--- src/sv/sor_ram.sv ---
module sor_ram #(
  parameter int WIDTH = 8,
  parameter int DEPTH = 256
) (
  input  logic                     clk,
  input  logic                     we,
  input  logic [$clog2(DEPTH)-1:0] waddr,
  input  logic [WIDTH-1:0]         wdata,
  input  logic [$clog2(DEPTH)-1:0] raddr,
  output logic [WIDTH-1:0]         rdata
);
  logic [WIDTH-1:0] mem [DEPTH];

  always_ff @(posedge clk) begin
    if (we) begin
      mem[waddr] <= wdata;
    end
    rdata <= mem[raddr];
  end
endmodule

--- config.mk ---
export PLATFORM = sky130hd
export DESIGN_NAME = sor_ram
export DESIGN_NICKNAME = d
export VERILOG_FILES = /design/src/sv/sor_ram.sv
export SDC_FILE = /design/constraint.sdc
export NUM_CORES = 2
export LEC_CHECK = 0
export ABC_AREA = 0
export BUFFER_PORTS_ARGS = -buffer_cell sky130_fd_sc_hd__buf_2
export CAP_MARGIN = 40
export CELL_PAD_IN_SITES_DETAIL_PLACEMENT = 0
export CELL_PAD_IN_SITES_GLOBAL_PLACEMENT = 1
export CORE_MARGIN = 3
export CORE_UTILIZATION = 55
export CTS_CLUSTER_DIAMETER = 30
export DETAILED_ROUTE_END_ITERATION = 7
export GPL_ROUTABILITY_DRIVEN = 0
export HOLD_SLACK_MARGIN = 0.06
export PLACE_DENSITY_LB_ADDON = 0.1
export SLEW_MARGIN = 20
export SYNTH_ARGS = -nofsm -noshare
export SYNTH_HDL_FRONTEND = slang
export SYNTH_SLANG_ARGS = --single-unit
export TNS_END_PERCENT = 1
--- constraint.sdc ---
create_clock -name clk -period 5.77 [get_ports clk]
set_input_delay 0.577 -clock clk [delete_from_list [all_inputs] [get_ports clk]]
set_output_delay 0.577 -clock clk [all_outputs]
set_load 0.005 [all_outputs]
; ---- After elaboration in Yosys (flattened, before gate mapping)
; Memory sizes are Yosys's and may differ from the RTL's. A register that Yosys moved wholly into a read port is not among the register bits.
; Cells that the tools add are included.
; Widths: inputs -> output; s select.
[word_totals]
word_cells = 3
in_bits = 26
reg_bits = 0
ramBits = 2048
mem_count = 1
[op_classes]
n_mux = 2
[memory_table]
columns = name, depth, word_bits, rd, rd_ports_with_merged_regs, wr, line_no
row1 = mem, 256, 8, 1, 1, 1, 12  ; logic [WIDTH-1:0] mem [DEPTH];
[ops]
columns = op, count
row1 = $mux 1, 2

; ---- Logic depth before layout (Yosys ltp)
[logic_depth]
word_depth = 2
depth_mapped = 11

; ---- Worst setup path before layout
; No wires, ideal clock.
[synth_path]
path_kind = input to register
start = input raddr[0]
end = register rdata[2], read port of mem
arrival_ns = 2.384
path_stages = 9
slack_ns = 3.255
path_buffers = 4
cell_sequence = buf_6 buf_12 buf_8 buf_2 mux4_2 a22oi_1 a21oi_1 nor4_1 nor4_2
[synth_lines]
columns = item, line_no
row1 = start: declaration, 9  ; input logic [$clog2(DEPTH)-1:0] raddr,
row2 = end: declaration, 10  ; output logic [WIDTH-1:0] rdata

==> Implementation_results.wiki <==
{| class="wikitable"
! Metric !! Value
|-
| Port bufs || 33
|-
| Per-cell routed wire length || about 32 um
|-
| Fin nets || 4,203
|-
| Clk sinks || 2,056
|-
| Initial antenna violation count || 19
|-
| Nets in the synthesized netlist || between 3,000 and 4,000
|-
| Unrepaired setup endpoints after global routing || false
|-
| Remaining global-route overflow || 0
|-
| Peak fanout along the critical path || 68
|-
| Number of H-tree levels || 5
|-
| Critical Path RT || 6.51 ns
|-
| GRT Total Usage || 0.281
|-
| Clock latency at the later pin of the worst-skew pair || 0.93 ns
|-
| Area contributors post-synth || sky130_fd_sc_hd__edfxtp_1 77%, sky130_fd_sc_hd__mux4_2 13%, sky130_fd_sc_hd__mux2i_1 1.7%
|-
| Setup CP Type || input pin to flip-flop
|-
| Number of cells on the worst reg-to-reg path || 6
|-
| Post-synth design cell area || between 70,000 and 80,000 um^2
|-
| Origin of the critical flop-to-flop path || mem[27][3]$_DFFE_PP_
|-
| Min setup slack post-route || 2.45 ns
|-
| # Max-Cap Violations || 0
|-
| Remaining number of nets flagged by the antenna check after routing || 0
|-
| Clock period minus worst slack || 3.32 ns
|-
| Length of the first detailed-routing pass in iterations || 6
|-
| Cells on Worst Hold Path || 3
|-
| CTS root buf || sky130_fd_sc_hd__clkbuf_16
|-
| Final TNS setup || 0 ns
|-
| Core ar. || 143,000 um^2
|-
| Distinct cell type count of the synthesized netlist || 55
|-
| Starting utilization of the core area || 0.558
|-
| Type of origin of the critical path || input pin
|-
| Die Height || 386 um
|-
| PwrDens || 430 nW/um^2
|-
| Layout cell share with drive strength beyond 1 || 0.315
|-
| Endpoint of the worst hold-timing path || mem[171][6]$_DFFE_PP_
|-
| Number of hold violations in the final report || 0
|-
| Final setup violation count || 0
|-
| Number of ports placed on the die boundary || 34
|-
| Horizontal die dimension || 386 um
|-
| Row Count || about 140
|-
| Result of the run || completed
|-
| Number of DRC markers after the initial detailed-route iteration || 4,968
|-
| Worst setup timing slack at the placement stage || between 1 and 1.5 ns
|-
| TritonCTS clock tree || built
|-
| Arrival time of the worst setup path || about 4 ns
|-
| Register-to-register setup slack || 2.94 ns
|-
| Number of enable-type register cells in the synthesized netlist || 2,048
|-
| Global-route wire length before repair || 296,000 um
|-
| Syn. warnings || 0
|-
| Buffer levels on the longest clock path || 4
|-
| Most common cell after layout, fill and taps aside || sky130_fd_sc_hd__edfxtp_1
|-
| Share of the yosys chip area belonging to registers || 0.775
|-
| Critical Path Sink Type || flip-flop
|-
| Post-DP HPWL || 122,000 um
|-
| Number of pins exceeding their max-slew limit in the final report || 0
|-
| Gate count after technology mapping || ~3,700
|-
| Final cycle utilization of the critical path || 0.575
|-
| Via count of the first global-routing pass || about 42,000
|-
| Largest net degree at the start of global routing || between 150 and 200
|-
| Count of buffers added by post-CTS timing repair for setup || 0
|-
| Total wire length after detailed routing || between 200,000 and 250,000 um
|-
| Clock tree skew after final layout || 0.0687 ns
|-
| Core occupancy in the finished layout || 0.681
|-
| Residual DRC || 0
|-
| Highest achievable clock rate || between 300 and 400 MHz
|-
| Worst Tran Pin Value || 1.02 ns
|-
| Flip-flop cell with the highest count after synthesis || sky130_fd_sc_hd__edfxtp_1
|-
| Floorplan die area || 149,000 um^2
|-
| Source of the worst hold timing path || waddr[1]
|-
| Total clock buffers created by CTS || 403
|-
| R2r endpoint || rdata[3]$_DFF_P_
|-
| Commonest cells after routing, fill and taps aside || 2,048 x sky130_fd_sc_hd__edfxtp_1, 454 x sky130_fd_sc_hd__mux4_2, 410 x sky130_fd_sc_hd__clkbuf_16, 279 x sky130_fd_sc_hd__nor2_1, 188 x sky130_fd_sc_hd__buf_4
|-
| Via density || 6.41
|-
| Clock-pin slew on the worst setup and hold paths || 0.05 ns
|-
| Number of register bits inferred by synthesis || just over 2,000
|-
| Cell type contributing the most total cell area after synthesis || sky130_fd_sc_hd__edfxtp_1
|-
| Worst hold-check path type || input pin to flip-flop
|-
| Async S/R FF share, synth || 0
|-
| Post-Syn Area per Cell || roughly 21 um^2
|-
| Peak ir drop on the vdd network || 287 uV
|-
| Leakage || 31.6 nW
|-
| Overall power || 41.8 mW
|-
| Relative slew slack || 0.319
|-
| Portion of synthesized cell area occupied by the leading cell type || 0.773
|-
| Synth-to-Final Area Change || 22.1%
|-
| Via count || 41,000
|}
-- where the power goes --
group	internal [mW]	switching (mW)
Clock	16.0	7.77
Sequential	16.5	0.0301
Combinational	0.524	0.988
Total	33.0	8.79
-- cell type report --
cell class,count,area (um^2)
Sequential cell,2056,61700
Fill cell,8955,45400
Clock buffer,433,10300
Tap cell,1890,2360
Clock inverter,297,3650
Antenna cell,9,22.5
Timing Repair Buffer,272,2590
Inverter,2,7.51
Multi-Input combinational cell,1442,16500
-- per-stage QoR --
step           cell area, um^2  instances  hold WS, ns
2_1_floorplan            79600       3733        0.676
3_3_place_gp             81800       5515         1.02
3_5_place_dp             82400       5573         1.02
4_1_cts                  96400       6303        0.214
5_1_grt                  97200       6392        0.257
6_report                 97200       6401        0.294
-- cell usage after synthesis (31+ instances only) --
master and count:
sky130_fd_sc_hd__nor2b_1 31, sky130_fd_sc_hd__o221ai_1 46, sky130_fd_sc_hd__nor2_1 282, sky130_fd_sc_hd__mux4_2 454, sky130_fd_sc_hd__nand2_1 33, sky130_fd_sc_hd__clkbuf_1 111
sky130_fd_sc_hd__buf_2 31, sky130_fd_sc_hd__edfxtp_1 2048, sky130_fd_sc_hd__nand3_1 34, sky130_fd_sc_hd__a21oi_1 96, sky130_fd_sc_hd__mux2i_1 134, sky130_fd_sc_hd__a22oi_1 133
-- kinds of logic after synthesis --
group	synth area share
multiplexers	0.146
flip-flops	0.775
buffers and inverters	0.0183
AND/OR/NAND/NOR	0.0263
AO/OA/AOI/OAI	0.0342
-- how the worst max path moves through the flow --
| stage | startpoint | endpoint | slack (ns) | depth (start not counted) |
|---|---|---|---|---|
| global route | raddr[0] | rdata[4]$_DFF_P_ | 2.36 | 8 |
| global placement | raddr[0] | rdata[0]$_DFF_P_ | 1.00 | 7 |
| finish | raddr[0] | rdata[3]$_DFF_P_ | 2.45 | 7 |
| detailed placement | raddr[0] | rdata[7]$_DFF_P_ | 1.50 | 8 |
| floorplan | raddr[0] | rdata[2]$_DFF_P_ | 3.26 | 9 |
| CTS | raddr[0] | rdata[7]$_DFF_P_ | 2.45 | 8 |
-- state kept, by name, indices dropped and copies added (netlist names) --
signal  cells
mem      2048
rdata       8
-- critical path, stage by stage --
cell	delay, ns
sky130_fd_sc_hd__buf_8	0.65
sky130_fd_sc_hd__buf_4	0.46
sky130_fd_sc_hd__mux4_2	0.56
sky130_fd_sc_hd__a22oi_1	0.44
sky130_fd_sc_hd__nand2_1	0.22
sky130_fd_sc_hd__a211oi_1	0.87
sky130_fd_sc_hd__nor4_1	0.09
-- metal layers --
| metal | routed length, um | up-vias | GRT usage | part of all wire |
|---|---|---|---|---|
| met2 | 97400 | 2248 | 0.422 | 0.47 |
| met3 | 22400 | 383 | 0.0899 | 0.11 |
| li1 | - | 16800 | - | - |
| met4 | 7340 | 12 | 0.111 | 0.036 |
| met5 | 129 | - | 0 | 0.00063 |
| met1 | 78600 | 21600 | 0.386 | 0.38 |
-- what timing repair did --
item	in CTS	in global routing
resized for setup	0	0
hold buffers	0	3
setup endpoints to repair	0	0
endpoints found under the hold margin	0	33
Note: power is estimated with default switching activity, not from simulation.
