===== config.mk =====
export PLATFORM = sky130hd
export DESIGN_NAME = sor_datapath
export DESIGN_NICKNAME = d
export VERILOG_FILES = /design/src/sv/sor_pkg.sv /design/src/sv/sor_datapath.sv
export SDC_FILE = /design/constraint.sdc
export NUM_CORES = 1
export LEC_CHECK = 0
export BUFFER_PORTS_ARGS = -buffer_cell sky130_fd_sc_hd__buf_2
export CELL_PAD_IN_SITES_DETAIL_PLACEMENT = 1
export CELL_PAD_IN_SITES_GLOBAL_PLACEMENT = 1
export CORE_ASPECT_RATIO = 1.4
export CORE_UTILIZATION = 44
export CTS_CLUSTER_DIAMETER = 60
export DETAILED_ROUTE_END_ITERATION = 12
export PLACE_DENSITY = 0.76
export SETUP_SLACK_MARGIN = 0.02
export SYNTH_ARGS = -nofsm -noshare
export SYNTH_HDL_FRONTEND = slang
export SYNTH_SLANG_ARGS = --single-unit

===== constraint.sdc =====
create_clock -name clk -period 5.65 [get_ports clk]
set_clock_uncertainty 0.2 [all_clocks]
set_input_delay 0.2825 -clock clk [delete_from_list [all_inputs] [get_ports clk]]
set_output_delay 0.2825 -clock clk [all_outputs]
set_load 0.05 [all_outputs]

===== src/sv/sor_pkg.sv =====
package sor_pkg;
  localparam int CANVAS_WIDTH  = 64;
  localparam int CANVAS_HEIGHT = 32;
  localparam int COL_W = $clog2(CANVAS_WIDTH);
  localparam int ROW_W = $clog2(CANVAS_HEIGHT);
  localparam int CELL_COUNT = CANVAS_WIDTH * CANVAS_HEIGHT;
  localparam int ADDR_W = $clog2(CELL_COUNT);
  localparam int CODE_W = 7;
  localparam int CRD_W = 12;
  localparam logic [CODE_W-1:0] SPACE_CODE = 7'd32;

  localparam logic [1:0] ACT_CLEAR  = 2'd0;
  localparam logic [1:0] ACT_DRAW   = 2'd1;
  localparam logic [1:0] ACT_READ   = 2'd2;
  localparam logic [1:0] ACT_UNUSED = 2'd3;

  localparam logic [1:0] SHP_CIRCLE = 2'd0;
  localparam logic [1:0] SHP_RECT   = 2'd1;
  localparam logic [1:0] SHP_LINE   = 2'd2;
  localparam logic [1:0] SHP_TRI    = 2'd3;

  typedef struct packed {
    logic [1:0] action;
    logic [1:0] shape_kind;
    logic [5:0] point1_x;
    logic [4:0] point1_y;
    logic [5:0] point2_x;
    logic [4:0] point2_y;
    logic [5:0] point3_x;
    logic [4:0] point3_y;
    logic [5:0] radius;
    logic [6:0] glyph;
    logic [4:0] read_row;
    logic [5:0] read_col;
  } in_beat_t;

  typedef struct packed {
    logic [6:0] cell_value;
    logic [1:0] done_action;
  } out_beat_t;

  typedef struct packed {
    logic signed [CRD_W-1:0] xa;
    logic signed [CRD_W-1:0] ya;
    logic signed [CRD_W-1:0] xb;
    logic signed [CRD_W-1:0] yb;
  } seg_t;

  typedef struct packed {
    logic line_start;
    logic line_step;
    logic circ_start;
    logic circ_step;
    seg_t seg;
    logic signed [CRD_W-1:0] cx;
    logic signed [CRD_W-1:0] cy;
    logic [5:0] rad;
  } dp_cmd_t;

  typedef struct packed {
    logic line_last;
    logic circ_last;
    logic plot_ok;
    logic [ADDR_W-1:0] plot_addr;
  } dp_sts_t;
endpackage


===== src/sv/sor_datapath.sv =====
module sor_datapath (
  input  logic             clk,
  input  sor_pkg::dp_cmd_t cmd,
  output sor_pkg::dp_sts_t sts
);
  import sor_pkg::*;

  logic signed [CRD_W-1:0] x, y, xb, yb, dx, dy, err, sx, sy;
  logic signed [CRD_W-1:0] e2;
  logic signed [CRD_W-1:0] cxr, cyr, cx0, cy0, cerr, cerr1, cerr2;
  logic [2:0] oct;
  logic circ_mode;
  logic signed [CRD_W-1:0] px, py, ox, oy;
  logic [ADDR_W-1:0] lin;

  assign e2 = err <<< 1;

  always_ff @(posedge clk) begin
    if (cmd.line_start) begin
      circ_mode <= 1'b0;
      x  <= cmd.seg.xa;
      y  <= cmd.seg.ya;
      xb <= cmd.seg.xb;
      yb <= cmd.seg.yb;
      dx <= (cmd.seg.xb >= cmd.seg.xa) ? cmd.seg.xb - cmd.seg.xa : cmd.seg.xa - cmd.seg.xb;
      dy <= (cmd.seg.yb >= cmd.seg.ya) ? cmd.seg.yb - cmd.seg.ya : cmd.seg.ya - cmd.seg.yb;
      sx <= (cmd.seg.xb >= cmd.seg.xa) ? CRD_W'(1) : -CRD_W'(1);
      sy <= (cmd.seg.yb >= cmd.seg.ya) ? CRD_W'(1) : -CRD_W'(1);
      err <= ((cmd.seg.xb >= cmd.seg.xa) ? cmd.seg.xb - cmd.seg.xa : cmd.seg.xa - cmd.seg.xb)
           - ((cmd.seg.yb >= cmd.seg.ya) ? cmd.seg.yb - cmd.seg.ya : cmd.seg.ya - cmd.seg.yb);
    end else if (cmd.line_step) begin
      if (e2 > -dy && e2 < dx) begin
        err <= err - dy + dx;
      end else if (e2 > -dy) begin
        err <= err - dy;
      end else if (e2 < dx) begin
        err <= err + dx;
      end
      if (e2 > -dy) x <= x + sx;
      if (e2 < dx) y <= y + sy;
    end
    if (cmd.circ_start) begin
      circ_mode <= 1'b1;
      cx0 <= cmd.cx;
      cy0 <= cmd.cy;
      cxr <= CRD_W'(cmd.rad);
      cyr <= '0;
      cerr <= '0;
      oct <= '0;
    end else if (cmd.circ_step) begin
      oct <= oct + 3'd1;
      if (oct == 3'd7) begin
        cyr <= cyr + CRD_W'(1);
        if (cerr2 > 0) begin
          cxr  <= cxr - CRD_W'(1);
          cerr <= CRD_W'(cerr1 + 1 - ((cxr - 1) <<< 1));
        end else begin
          cerr <= cerr1;
        end
      end
    end
  end

  assign cerr1 = CRD_W'(cerr + 1 + ((cyr + 1) <<< 1));
  assign cerr2 = CRD_W'(((cerr1 - cxr) <<< 1) + 1);

  always_comb begin
    ox = '0;
    oy = '0;
    unique case (oct)
      3'd0: begin ox =  cxr; oy =  cyr; end
      3'd1: begin ox =  cyr; oy =  cxr; end
      3'd2: begin ox = -cyr; oy =  cxr; end
      3'd3: begin ox = -cxr; oy =  cyr; end
      3'd4: begin ox = -cxr; oy = -cyr; end
      3'd5: begin ox = -cyr; oy = -cxr; end
      3'd6: begin ox =  cyr; oy = -cxr; end
      default: begin ox = cxr; oy = -cyr; end
    endcase
    px = circ_mode ? cx0 + ox : x;
    py = circ_mode ? cy0 + oy : y;
    lin = {py[ROW_W-1:0], px[COL_W-1:0]};
  end

  assign sts.plot_ok = (px >= 0) && (px < CANVAS_WIDTH) && (py >= 0) && (py < CANVAS_HEIGHT);
  assign sts.plot_addr = lin;
  assign sts.line_last = (x == xb) && (y == yb);
  assign sts.circ_last = (oct == 3'd7) && !((cyr + 1) <= ((cerr2 > 0) ? cxr - 1 : cxr));
endmodule


# [After elaboration in Yosys (flattened, before gate mapping)]
# Index checks and enable logic that the tools add are counted.
[totals] register_bits=172 in_bits=83 out_inout_bits=14
[classes] addsub=26 magnitude_cmp=10 eq_ne=9 n_mux=25 reduce_logical=27
[op_table] cell="$mux 12" count=18
[op_table] cell="$add 12x12->12" count=7
[op_table] cell="$sub 12x12->12" count=7
[op_table] cell="$pmux 12 s3" count=2
[op_table] cell="$add 12x2->12 const B" count=4
[op_table] cell="$neg 12->12" count=3
[op_table] cell="$le 13x32->1" count=1
[op_table] cell="$mux 32" count=1
[op_table] cell="$eq 12x12->1" count=2
[op_table] cell="$ge 12x1->1 const B" count=2
[op_table] cell="$ge 12x12->1" count=2
[op_table] cell="$mux 6" count=4
[op_table] cell="$add 12x2->13 const B" count=1
[op_table] cell="$sub 12x2->13 const B" count=1
[op_table] cell="$eq 3x3->1 const B" count=4
[op_table] cell="$gt 12x1->1 const B" count=1
[op_table] cell="$gt 12x12->1" count=1
[op_table] cell="$lt 12x12->1" count=1
[op_table] cell="$lt 12x7->1 const B" count=1
[op_table] cell="$lt 12x8->1 const B" count=1
[op_table] cell="$reduce_bool 2->1" count=6
[op_table] cell="$reduce_or 2->1" count=6
[op_table] cell="$sub 12x2->12 const B" count=1
[op_table] cell="$sub 11x11->11" count=1
[op_table] cell="9 further kinds" count=19

# [Longest topological paths before layout]
[logic_depth] word_depth=9 ltp_mapped=29 mapped_depth_nobuf=27

# [Least setup slack after synthesis]
# OpenSTA, ideal clock, no wires.
[synth_timing] path_kind="reg2out" start="register cyr[0]" end="output sts[12] in the netlist's numbering" arrival_time_ns=5.616 required_ns=5.168 path_slack_ns=-0.449 path_stages_with_launch=28 path_buffers=1 cell_sequence="dfxtp_1 -> ha_1 -> nand3_1 -> xnor2_1 -> ha_1 -> o2111ai_1 -> nand3_1 -> nor4_1 -> or3_1 -> xnor2_1 -> ha_1 -> a21o_1 -> a21oi_1 -> o21ai_0 -> xor2_1 -> xnor2_1 -> clkbuf_1 -> o21ai_0 -> ha_1 -> nor2b_1 -> o21ai_0 -> nand2b_1 -> a21oi_1 -> o21ai_0 -> a31oi_1 -> o21ai_0 -> a31oi_1 -> nor2b_1"
[synth_lines] item="start, declared" line="sor_datapath.sv:10" text="logic signed [CRD_W-1:0] cxr, cyr, cx0, cy0, cerr, cerr1, cerr2;"
[synth_lines] item="start signal, assigned" line="sor_datapath.sv:53" text="cyr <= cyr + CRD_W'(1);"
[synth_lines] item="end, declared" line="sor_datapath.sv:4" text="output sor_pkg::dp_sts_t sts"

==> run metrics <==
run status=finished, violations left; failing checks=setup timing; multi-input logic area=10,800 um^2; Root Buffer Master=clkbuf_16; logic gate share of total power=59.6%; synthesized net count=2,118; CTS tree=done; #FFs+latches synth=148; fmax=161 MHz; Clock Power Share=16.7%; die width=160 um; Worst Reg-to-Reg Cells=21; pwr dens=391 nW/um^2; Max Fanout on Critical Path=5; Period minus WS final=6.21 ns; routed len/inst=22.7 um; unrepaired setup endpoints after global routing=true; main combinational cell family by area after synthesis=compound AO/OA/AOI/OAI gates; share of the synthesized area in the top cell type=22.3%; detailed-route DRC error count=0; Hold Crit Class=primary input to register; crit end category=output pin; DRT iter0 DRCs=650; antenna violations before repair=3; Clock Path Buffers=2; drt via density=5.89; Adder-Cell Fraction of Synth Area=18.6%; 1st-pass router iterations=8; number of synthesized flops with an enable pin=115; via count=14,900; worst hold path endpoint=x[4]$_DFFE_PP_; Core Rows=80; initial core utilization=45.0%; die height=224 um; grt total ovfl=0; Hold Vio Cnt, Final=0; DP HPWL=43.4 mm; Antenna Nets Post-Route=0; Yosys cell types=74; fin worst setup slack=-0.564 ns; hold path cells=3; clk_lat worst skew=0.46 ns; Static Leak=8.37 nW; crit path DAT=5.73 ns; period utilization=110%; routability cong.=0.962; worst-margin pin slew=0.870 ns; R2R Setup Slk=1.02 ns; Total Routing Usage GR=31.3%; Clock Pin Slew Worst Setup and Hold Paths=0.06 ns; top cells by area, synth=edfxtp_1, ha_1, xnor2_1; crit-path most repeated cell=buf_4; max-slew violations=0; hold path startpoint=cmd[70]; synthesized area per cell=8.53 um^2; Die ar.=35,900 um^2; post-route setup TNS=-0.908 ns; simple-gate share of the synthesized area=16.1%; PortBufs=96; # fillers=4,083; Relative slew margins=41.9%; global-route wire length before repair=86.4 mm; Worst Path Class, Setup=register to output pin; Switching Share=44.5%; cell internal pwr=0.00411 W; Final setup viols=2; Nets=2,362; Synth Flop Type=edfxtp_1; Synth Area in Compound Gates=19.4%; Num CTS Buffers=17; slowest CP cell=dfxtp_4; YS warnings=0; largest net degree at the start of global routing=65; Max stage delay on crit path=0.39 ns; H-tree levels=4; CP Launch Type=register; Max Cap Viol=0; Worst VDD drop=0.000242 V; post-synth top area cell=edfxtp_1; r2r endpoint=cerr[10]$_SDFFE_PP0P_; XOR/XNOR share of the synthesized area=10.5%; Seq/Total Area, Yosys=26.6%; worst hold slack=0.0152 ns; share of cells above drive strength 1=17.1%; P_sw=0.00330 W; post-synthesis mux area share=3.07%; Synth Instances=1,813; area grow syn2layout=22.3%; vias in the first global route=16,000; total core area=34,300 um^2; Crit path required time=5.17 ns; Post-Route WL=57.2 mm; sequential share of power=23.7%; ys async rst share=0%; CTS Sinks=148; R2R Path Start=cyr[0]$_SDFFE_PP0P_; # IOs=97; Mapped Area=15,500 um^2; Sequential cell area=4120 um^2; Pwr Total=0.00740 W
cells in the final DEF (no fill, tap or decap), drive strengths merged, types with 23 or more instances in the layout:
master,instances
nand2,143
ha,208
nand2b,32
xor2,65
nand3,34
dlygate4sd3,66
dfxtp,33
xnor2,120
inv,156
edfxtp,115
buf,229
nor3,44
o31ai,23
nor2,131
mux2i,26
o21ai,144
a21o,35
nor2b,24
a21oi,122
power by group through the flow:
| stage | logic, W | clock network [W] | registers [W] |
|---|---|---|---|
| finish | 0.00441 | 0.00123 | 0.00175 |
| global route | 0.00487 | 0.00127 | 0.00178 |
| CTS | 0.00440 | 0.00124 | 0.00175 |
| detailed placement | 0.00430 | 0 | 0.00178 |
| global placement | 0.00412 | 0 | 0.00177 |
| floorplan | 0.00318 | 0 | 0.00166 |
metrics by stage:
step,instance area [um^2],setup slack [ns],std cells,util [%]
after floorplan,15500,0.0543,1813,-
after global placement,17100,-0.161,2401,49.8
after detailed placement,17100,-0.328,2401,49.8
after CTS,18700,-0.382,2513,54.4
after global routing,18900,-0.848,2521,55.1
final,18900,-0.564,2522,55.1
worst max-delay path by stage:
stage	startpoint	end	slack [ns]
final	cyr[0]$_SDFFE_PP0P_	sts[12]	-0.56
after global placement	cyr[0]$_SDFFE_PP0P_	sts[12]	-0.16
after floorplan	cyr[0]$_SDFFE_PP0P_	sts[12]	0.05
after global routing	cyr[0]$_SDFFE_PP0P_	sts[12]	-0.85
after detailed placement	cyr[1]$_SDFFE_PP0P_	sts[12]	-0.33
after CTS	cyr[0]$_SDFFE_PP0P_	sts[12]	-0.38
state kept, by name, summed over array words and instances, names as in the netlist:
signal     flops
xb            12
dy            12
cyr           12
x             12
y             12
sy             1
cx0           12
cerr          11
circ_mode      1
err           11
sx             1
oct            3
cxr           12
dx            12
cy0           12
yb            12
layout make-up:
class                   instances  share of cell area [%]
inverters                     158                    3.14
multi-input cells            1437                    57.3
clock inverters                12                   0.860
well taps                     451                    2.98
clock buffers                  19                    2.29
flip-flops and latches        148                    21.8
diodes                          2                  0.0265
repair buffers                295                    11.6
routing by layer:
| metal | wire [um] | up-vias | track usage (%) |
|---|---|---|---|
| met2 | 30700 | 389 | 60.1 |
| met4 | 3670 | 2 | 21.4 |
| met1 | 21100 | 7283 | 31.1 |
| met3 | 1770 | 186 | 3.61 |
| met5 | 11 | - | 0 |
| li1 | - | 7003 | - |
synthesized netlist by cell type, types with 17 or more instances:
cell      count
ha_1        208
inv_1       155
nand2_1     143
o21ai_0     142
nor2_1      131
a21oi_1     122
xnor2_1     120
edfxtp_1    115
xor2_1       65
clkbuf_1     50
nor3_1       44
a21o_1       35
nand3_1      34
dfxtp_1      33
nand2b_1     32
mux2i_1      26
nor2b_1      24
o31ai_1      22
mux2_2       19
nor4_1       19
a31oi_1      18
nand4_1      17
or3_1        17
critical path: cells and delay by family, from the launching register on:
family                   cells  cell delay (ns)
AND/OR/NAND/NOR              4             0.31
flip-flops                   1             0.39
XOR/XNOR                     4             0.92
adder cells (fa/ha/maj)      3             0.92
buffers and inverters        7             1.05
AO/OA/AOI/OAI               11             1.65
cell families (layout without fill, tap and decap cells):
family	Yosys count	in the layout
simple gates	512	512
compound gates	473	473
buf+inv	228	484
fa+ha+maj	222	222
xor+xnor	185	185
flops	148	148
mux	45	45
other cells	0	2
what timing repair did:
action                     4_1_cts  5_1_grt
hold buffers                    66        0
gates resized for setup         47       29
setup endpoints to repair        2        2
pin swaps                       31       32
hold endpoints to repair        67        0
buffers inserted                15        7
No activity file was read; power rests on OpenSTA's default activity.
