### src/sv/sor_pkg.sv
package sor_pkg;
  localparam int CANVAS_WIDTH  = 64;
  localparam int CANVAS_HEIGHT = 32;
  localparam int COL_W = $clog2(CANVAS_WIDTH);
  localparam int ROW_W = $clog2(CANVAS_HEIGHT);
  localparam int CELL_COUNT = CANVAS_WIDTH * CANVAS_HEIGHT;
  localparam int ADDR_W = $clog2(CELL_COUNT);
  localparam int CODE_W = 7;
  localparam int CRD_W = 12;
  localparam logic [CODE_W-1:0] SPACE_CODE = 7'd32;

  localparam logic [1:0] ACT_CLEAR  = 2'd0;
  localparam logic [1:0] ACT_DRAW   = 2'd1;
  localparam logic [1:0] ACT_READ   = 2'd2;
  localparam logic [1:0] ACT_UNUSED = 2'd3;

  localparam logic [1:0] SHP_CIRCLE = 2'd0;
  localparam logic [1:0] SHP_RECT   = 2'd1;
  localparam logic [1:0] SHP_LINE   = 2'd2;
  localparam logic [1:0] SHP_TRI    = 2'd3;

  typedef struct packed {
    logic [1:0] action;
    logic [1:0] shape_kind;
    logic [5:0] point1_x;
    logic [4:0] point1_y;
    logic [5:0] point2_x;
    logic [4:0] point2_y;
    logic [5:0] point3_x;
    logic [4:0] point3_y;
    logic [5:0] radius;
    logic [6:0] glyph;
    logic [4:0] read_row;
    logic [5:0] read_col;
  } in_beat_t;

  typedef struct packed {
    logic [6:0] cell_value;
    logic [1:0] done_action;
  } out_beat_t;

  typedef struct packed {
    logic signed [CRD_W-1:0] xa;
    logic signed [CRD_W-1:0] ya;
    logic signed [CRD_W-1:0] xb;
    logic signed [CRD_W-1:0] yb;
  } seg_t;

  typedef struct packed {
    logic line_start;
    logic line_step;
    logic circ_start;
    logic circ_step;
    seg_t seg;
    logic signed [CRD_W-1:0] cx;
    logic signed [CRD_W-1:0] cy;
    logic [5:0] rad;
  } dp_cmd_t;

  typedef struct packed {
    logic line_last;
    logic circ_last;
    logic plot_ok;
    logic [ADDR_W-1:0] plot_addr;
  } dp_sts_t;
endpackage

### src/sv/sor_ctrl.sv
module sor_ctrl (
  input  logic                       clk,
  input  logic                       rst,
  input  logic                       in_valid,
  output logic                       in_ready,
  input  sor_pkg::in_beat_t          in_data,
  output logic                       out_valid,
  input  logic                       out_ready,
  output sor_pkg::out_beat_t         out_data,
  input  logic [6:0]                 bg,
  output sor_pkg::dp_cmd_t           cmd,
  input  sor_pkg::dp_sts_t           sts,
  output logic                       we,
  output logic [sor_pkg::ADDR_W-1:0] waddr,
  output logic [6:0]                 wdata,
  output logic [sor_pkg::ADDR_W-1:0] raddr,
  input  logic [6:0]                 rdata
);
  import sor_pkg::*;

  typedef enum logic [2:0] {
    S_INIT, S_IDLE, S_FILL, S_LSETUP, S_LINE, S_CIRC, S_READ, S_READ2
  } state_t;

  state_t state;
  in_beat_t op;
  logic [ADDR_W-1:0] fcnt;
  logic [6:0] fcode;
  logic [1:0] seg_idx;
  logic [2:0] seg_n;
  logic signed [CRD_W-1:0] lft, rgt, top, bot;
  seg_t cur_seg;

  assign in_ready = (state == S_IDLE) && !out_valid;

  always_comb begin
    lft = CRD_W'(op.point1_x < op.point2_x ? op.point1_x : op.point2_x);
    rgt = CRD_W'(op.point1_x > op.point2_x ? op.point1_x : op.point2_x);
    top = CRD_W'(op.point1_y < op.point2_y ? op.point1_y : op.point2_y);
    bot = CRD_W'(op.point1_y > op.point2_y ? op.point1_y : op.point2_y);
    cur_seg = '{CRD_W'(op.point1_x), CRD_W'(op.point1_y), CRD_W'(op.point2_x), CRD_W'(op.point2_y)};
    if (op.shape_kind == SHP_RECT) begin
      unique case (seg_idx)
        2'd0: cur_seg = '{lft, top, rgt, top};
        2'd1: cur_seg = '{lft, bot, rgt, bot};
        2'd2: cur_seg = '{lft, top, lft, bot};
        default: cur_seg = '{rgt, top, rgt, bot};
      endcase
    end else if (op.shape_kind == SHP_TRI) begin
      unique case (seg_idx)
        2'd0: cur_seg = '{CRD_W'(op.point1_x), CRD_W'(op.point1_y),
                          CRD_W'(op.point2_x), CRD_W'(op.point2_y)};
        2'd1: cur_seg = '{CRD_W'(op.point2_x), CRD_W'(op.point2_y),
                          CRD_W'(op.point3_x), CRD_W'(op.point3_y)};
        default: cur_seg = '{CRD_W'(op.point3_x), CRD_W'(op.point3_y),
                             CRD_W'(op.point1_x), CRD_W'(op.point1_y)};
      endcase
    end
    cmd.seg = cur_seg;
    cmd.cx = CRD_W'(op.point1_x);
    cmd.cy = CRD_W'(op.point1_y);
    cmd.rad = op.radius;
    cmd.line_start = (state == S_LSETUP) && (op.shape_kind != SHP_CIRCLE);
    cmd.line_step = (state == S_LINE);
    cmd.circ_start = (state == S_LSETUP) && (op.shape_kind == SHP_CIRCLE);
    cmd.circ_step = (state == S_CIRC);
    we = 1'b0;
    waddr = sts.plot_addr;
    wdata = op.glyph;
    if (state == S_INIT || state == S_FILL) begin
      we = 1'b1;
      waddr = fcnt;
      wdata = fcode;
    end else if (state == S_LINE || state == S_CIRC) begin
      we = sts.plot_ok;
    end
    raddr = ADDR_W'({op.read_row, op.read_col});
  end

  always_ff @(posedge clk) begin
    if (rst) begin
      state <= S_INIT;
      fcnt <= '0;
      fcode <= SPACE_CODE;
      out_valid <= 1'b0;
    end else begin
      if (out_valid && out_ready) out_valid <= 1'b0;
      unique case (state)
        S_INIT, S_FILL: begin
          fcnt <= fcnt + 1'b1;
          if (fcnt == ADDR_W'(CELL_COUNT - 1)) begin
            if (state == S_FILL) begin
              out_valid <= 1'b1;
              out_data <= '{7'd0, ACT_CLEAR};
            end
            state <= S_IDLE;
          end
        end
        S_IDLE: begin
          if (in_valid && in_ready) begin
            op <= in_data;
            seg_idx <= '0;
            fcnt <= '0;
            fcode <= bg;
            seg_n <= (in_data.shape_kind == SHP_RECT) ? 3'd4 :
                     (in_data.shape_kind == SHP_TRI) ? 3'd3 : 3'd1;
            unique case (in_data.action)
              ACT_CLEAR: state <= S_FILL;
              ACT_DRAW: state <= S_LSETUP;
              ACT_READ: state <= S_READ;
              default: begin
                out_valid <= 1'b1;
                out_data <= '{7'd0, in_data.action};
              end
            endcase
          end
        end
        S_LSETUP: state <= (op.shape_kind == SHP_CIRCLE) ? S_CIRC : S_LINE;
        S_LINE: begin
          if (sts.line_last) begin
            if (3'(seg_idx) + 3'd1 == seg_n) begin
              out_valid <= 1'b1;
              out_data <= '{7'd0, ACT_DRAW};
              state <= S_IDLE;
            end else begin
              seg_idx <= seg_idx + 2'd1;
              state <= S_LSETUP;
            end
          end
        end
        S_CIRC: begin
          if (sts.circ_last) begin
            out_valid <= 1'b1;
            out_data <= '{7'd0, ACT_DRAW};
            state <= S_IDLE;
          end
        end
        S_READ: state <= S_READ2;
        default: begin
          out_valid <= 1'b1;
          out_data <= '{rdata, ACT_READ};
          state <= S_IDLE;
        end
      endcase
    end
  end
endmodule

### config.mk
export PLATFORM = sky130hd
export DESIGN_NAME = sor_ctrl
export DESIGN_NICKNAME = d
export VERILOG_FILES = /design/src/sv/sor_pkg.sv /design/src/sv/sor_ctrl.sv
export SDC_FILE = /design/constraint.sdc
export NUM_CORES = 1
export LEC_CHECK = 0
export BUFFER_PORTS_ARGS = -buffer_cell sky130_fd_sc_hd__buf_2
export CORE_ASPECT_RATIO = 1.1
export CORE_UTILIZATION = 45
export DETAILED_ROUTE_END_ITERATION = 10
export GPL_ROUTABILITY_DRIVEN = 0
export GPL_TIMING_DRIVEN = 1
export PLACE_DENSITY_LB_ADDON = 0.15
export SLEW_MARGIN = 20
export SYNTH_ARGS = -nofsm -noshare
export SYNTH_HDL_FRONTEND = slang
export SYNTH_SLANG_ARGS = --single-unit
### constraint.sdc
create_clock -name clk -period 3.9 [get_ports clk]
set_clock_uncertainty 0.1 [all_clocks]
set_input_delay 0 -clock clk [delete_from_list [all_inputs] [get_ports clk]]
set_output_delay 0 -clock clk [all_outputs]
set_load 0.03 [all_outputs]
== Yosys cells after proc, flatten, opt, wreduce, memory -nomap -nowiden ==
Cells that the tools add are included.
Widths: inputs -> output; s select.

* Add/subtract/negate cells: 3
* Order comparisons: 4
* Equal/unequal tests: 25
* Mux-type cells: 44
* Bitwise logic cells: 2
* Reductions and logical operators: 24

{| class="wikitable"
|+ Operators with widths
! cell !! number
|-
| $pmux 42 s3 || 1
|-
| $pmux 42 s2 || 1
|-
| $mux 9 || 7
|-
| $mux 48 || 1
|-
| $pmux 9 s5 || 1
|-
| $mux 42 || 1
|-
| $mux 11 || 2
|-
| $pmux 11 s2 || 1
|-
| $pmux 3 s6 || 1
|-
| $mux 3 || 4
|-
| $mux 6 || 2
|-
| $add 11x1->11 const B || 1
|-
| $eq 11x11->1 const B || 1
|-
| $mux 1 || 11
|-
| $mux 2 || 5
|-
| $mux 5 || 2
|-
| $reduce_and 5->1 || 2
|-
| $eq 3x3->1 const B || 3
|-
| $pmux 3 s3 || 1
|-
| $reduce_and 9->1 || 1
|-
| $eq 2x1->1 const B || 4
|-
| $eq 2x2->1 const B || 4
|-
| $ne 2x1->1 const B || 4
|-
| $ne 2x2->1 const B || 4
|-
| other kinds (24) || 37
|}

* Flip-flop bits (word level): 95
* Input bits: 93
* Word-level logic and storage cells: 121

== Logic depth before layout (Yosys ltp) ==
* Word-level depth: 5
* Depth in mapped cells: 9
* Depth with buffers taken out: 8

== Least setup slack after synthesis ==
No wires, ideal clock.

* Kind: register to register
* Start point: register state[2]
* End point: register op, in the netlist cmd[0], enable pin
* Library setup time: 0.482 ns
* Arrival time: 4.101 ns
* Path slack: -0.784 ns
* Stages on the path, launching flop included: 6
* Buffers on the path: 2
* Period minus slack after synthesis: 4.684 ns
* Cells stage by stage: dfxtp_1 > buf_4 > nor4b_4 > nand2_2 > clkbuf_1 > nor2_1

* Cells in the longest elaborated chain, start to end: 4

{| class="wikitable"
|+ RTL lines
! item !! RTL line !! source
|-
| from (decl) || sor_ctrl.sv:25 || <nowiki>state_t state;</nowiki>
|-
| from (signal assigned) || sor_ctrl.sv:118 || <nowiki>S_LSETUP: state <= (op.shape_kind == SHP_CIRCLE) ? S_CIRC : S_LINE;</nowiki>
|-
| $eq 3x1->1 || sor_ctrl.sv:34 || <nowiki>assign in_ready = (state == S_IDLE) && !out_valid;</nowiki>
|-
| $logic_and 1x1->1 || sor_ctrl.sv:34 ||
|-
| named net in_ready || sor_ctrl.sv:5 || <nowiki>output logic in_ready,</nowiki>
|-
| $logic_and 1x1->1 || sor_ctrl.sv:100 || <nowiki>if (in_valid && in_ready) begin</nowiki>
|-
| $reduce_and 3->1 (no line) || - ||
|-
| to (signal assigned) || sor_ctrl.sv:101 || <nowiki>op <= in_data;</nowiki>
|-
| to (decl) || sor_ctrl.sv:26 || <nowiki>in_beat_t op;</nowiki>
|}

The timed path passes the listed nets, and every way through them passes these cells.
A chain may end at the register's enable or synchronous reset.

==> run_results.csv <==
group,metric,value,unit
status,status,"finished, final reports clean",
finish,fillCellCount,1094,
floorplanning,fp.coreArea,12640,µm²
timing,relSlewSlack,35.94,%
global_route,grt_overflow,0,
worst_setup_path,crit_type,"register to primary output",
clock_network,insertion_delay,330,ps
clock_network,clkSinkCount,95,
detailed_routing,drt_wl_total,15.14,mm
global_route,grt_max_degree,40,
global_route,grt_pass1_wl,23.87,mm
worst_setup_path,cp_slowest_cell,"edfxtp_1",
clock_network,cts_setup_buffers,0,
floorplanning,ios,216,
logic_synthesis,syn_inst,598,
floorplanning,die_y,121.8,µm
place,dp.cells,876,
finish,num-nets-final,926,
timing,worst_pin_slew,960.9,ps
floorplanning,die_x,110.9,µm
finish,syn2layout_area_growth,30.46,%
logic_synthesis,synth_warnings,0,
global_route,grt_usage,22.07,%
global_route,antenna_found_initial,0,
floorplanning,start_util,46.42,%
logic_synthesis,netlist_area,5869,µm²
flow_run,drv_cap,0,
place,post-dp-hpwl,10.32,mm
finish,final_layout_size_suffix_gt1_share,27.68,%
timing,fin_crit_sh,80.78,%
logic_synthesis,ys.flop_type,"edfxtp_1",
detailed_routing,drc_errors,0,
floorplanning,dieArea,13500,µm²
worst_setup_path,crit_required,3800,ps
clock_network,root_buffer,"clkbuf_16",
timing,max_freq,0.3174,GHz
clock_network,clockBufferDepth,2,
power,ir_drop,0.3503,mV
clock_network,cts_buffers,9,
place,io_buffers,176,
worst_setup_path,start_kind,"register",
logic_synthesis,synth.avg_cell_area,9.815,µm²
power,p_leak,0.003306,µW
worst_setup_path,cp_max_fo,16,
logic_synthesis,synth_area_leaders,"edfxtp_1, buf_4, dfxtp_1",
global_route,grt_pass1_vias,4985,
worst_setup_path,worstPathArrival,3050,ps
detailed_routing,via_count,5184,
logic_synthesis,synth_seq_area_share,44.85,%
detailed_routing,drt_iter0_drc,358,
logic_synthesis,async_reset_ff_share,0,%
timing,finalHoldViolCount,0,
power,powerDensity,321.7,nW/µm²
worst_setup_path,path_cells,"ha_1, nand4_2, o221ai_4, nand2_1, a32oi_1, a2bb2oi_1, o211ai_1, buf_2",
logic_synthesis,synth.largest_area_cell,"edfxtp_1",
clock_network,htree_num_levels,3,
timing,fin_crit,3150,ps
timing,fin_setup_tns,0,ps
timing,setup_viol,0,
worst_setup_path,slowest_delay,500,ps
finish,antennaDiodeCount,0,
timing,rsz0062_at_grt,"no",
floorplanning,placementRows,43,
logic_synthesis,synth_edf_count,73,
clock_network,cts.clk_slew.worst_paths,60,ps
timing,slew_violations,0,
worst_setup_path,crit_family,"compound AO/OA/AOI/OAI gates",
worst_setup_path,cp-end-kind,"primary output",
logic_synthesis,synth_top_area_share,37.35,%
finish,instances_no_fill,977,
detailed_routing,viasPerCell,5.306,
detailed_routing,wl_per_cell,15.50,µm
clock_network,cts_tree,"built",
detailed_routing,firstDrtPassIters,5,
logic_synthesis,ys_ff_latch,95,
hold_path,min_path_type,"input pin to register",
worst_setup_path,path_buf_inv,1,
logic_synthesis,netlist-cell-type-count,70,
detailed_routing,ant_nets,0,
==> worst register-to-register path: cells and delay by family, from the launching register on <==
kind | cells | cell delay, ps
flops | 1 | 600
simple gates | 3 | 1400
buf+inv | 1 | 320
==> timing repair <==
item	CTS	global route
resized for setup	0	0
hold buffers	85	0
hold endpoints to repair	83	0
==> logic make-up (layout without fill, tap and decap cells) <==
group,after synthesis,in the layout,synth area share (%)
flip-flops,95,95,44.85
adder cells (fa/ha/maj),18,18,3.837
buffers and inverters,122,306,12.21
AND/OR/NAND/NOR,179,179,15.28
multiplexers,29,29,5.393
AO/OA/AOI/OAI,143,143,16.71
other,1,39,0.06389
XOR/XNOR,11,11,1.642
==> flip-flops by register name (all words and copies together), names as in the netlist <==
signal and count:
cmd 17, fcnt 11, fcode 7, op 31, out_data 9, out_valid 1
raddr 11, seg_idx 2, seg_n 3, state 3
==> placed cells by master (no fill, tap or decap), drive strengths merged, types with 3 or more instances in the layout <==
cell,n
a22o,4
inv,26
conb,39
a211oi,3
o211ai,5
nand4,8
nand2b,4
a221o,5
mux2i,8
nand3,11
and3,4
o22a,3
xor2,8
ha,18
nor2,46
mux2,21
edfxtp,73
nor3b,9
dfxtp,22
clkbuf,11
xnor2,3
a31oi,9
o311ai,4
a22oi,14
nand2,54
nor3,10
o22ai,5
o21ai,26
nor2b,5
and2,12
a21oi,45
buf,179
or3,4
dlygate4sd3,85
==> cell usage after synthesis, drive strengths merged (3+ instances only) <==
cell type,count
a22o,4
inv,26
nand2,54
xor2,8
edfxtp,73
buf,76
a21oi,45
o211ai,5
clkbuf,20
o22a,3
xnor2,3
nand2b,4
mux2i,8
nor3,10
a211oi,3
and2,12
nor3b,9
mux2,21
nand4,8
nor2b,5
o22ai,5
a31oi,9
nor2,46
or3,4
a22oi,14
dfxtp,22
o311ai,4
a221o,5
and3,4
o21ai,26
nand3,11
ha,18
==> metal layers <==
| metal | vias to the layer above | share of wire, % | global-route usage, % |
|---|---|---|---|
| li1 | 2501 | - | - |
| met1 | 2453 | 41 | 26.65 |
| met2 | 206 | 52 | 39.64 |
| met3 | 24 | 4.9 | 3.781 |
| met4 | 0 | 1.6 | 8.083 |
| met5 | - | 0 | 0 |
==> final timing paths <==
check                        startpoint                       end  slack, ps  cells past startpoint
hold reg to reg   fcode[5]$_SDFFE_PP1P_     fcode[5]$_SDFFE_PP1P_        380                      2
hold / removal                  sts[13]  seg_idx[0]$_SDFFCE_PN0P_         30                      3
setup reg to reg  state[0]$_SDFFE_PP0P_          op[26]$_DFFE_PP_       1150                      4
setup / recovery      cmd[10]$_DFFE_PP_                   cmd[31]        750                      8
==> through the flow <==
| step | hold WS [ps] | util (%) | total power (µW) | area [µm²] | setup slack (ps) |
|---|---|---|---|---|---|
| detailed placement | 78.09 | 51.51 | 1551 | 6513 | 1013 |
| floorplan | -1.131 | - | 1472 | 6015 | 255.1 |
| global route | 36.48 | 60.56 | 2559 | 7657 | 553.5 |
| global placement | 76.46 | 51.51 | 1544 | 6513 | 1087 |
| CTS | 11.03 | 60.54 | 2482 | 7655 | 797.3 |
| finish | 31.00 | 60.56 | 2464 | 7657 | 749.7 |
==> layout make-up <==
class,instances,area [µm²],share of cell area (%)
Clock buffer,11,232.7,3.039
Inverter,26,97.59,1.275
Timing Repair Buffer,264,1767,23.07
Sequential cell,95,2633,34.38
Clock inverter,5,58.81,0.7680
Tap cell,157,196.4,2.565
Multi-Input combinational cell,419,2673,34.90
==> report_power, final <==
group	leakage [µW]	internal [µW]	total, µW	switching, µW
clock	0.000136	498	862	364
sequential	0.000841	1120	1140	24.8
combinational	0.00233	190	461	271
Note: power is estimated with default switching activity, not from simulation.
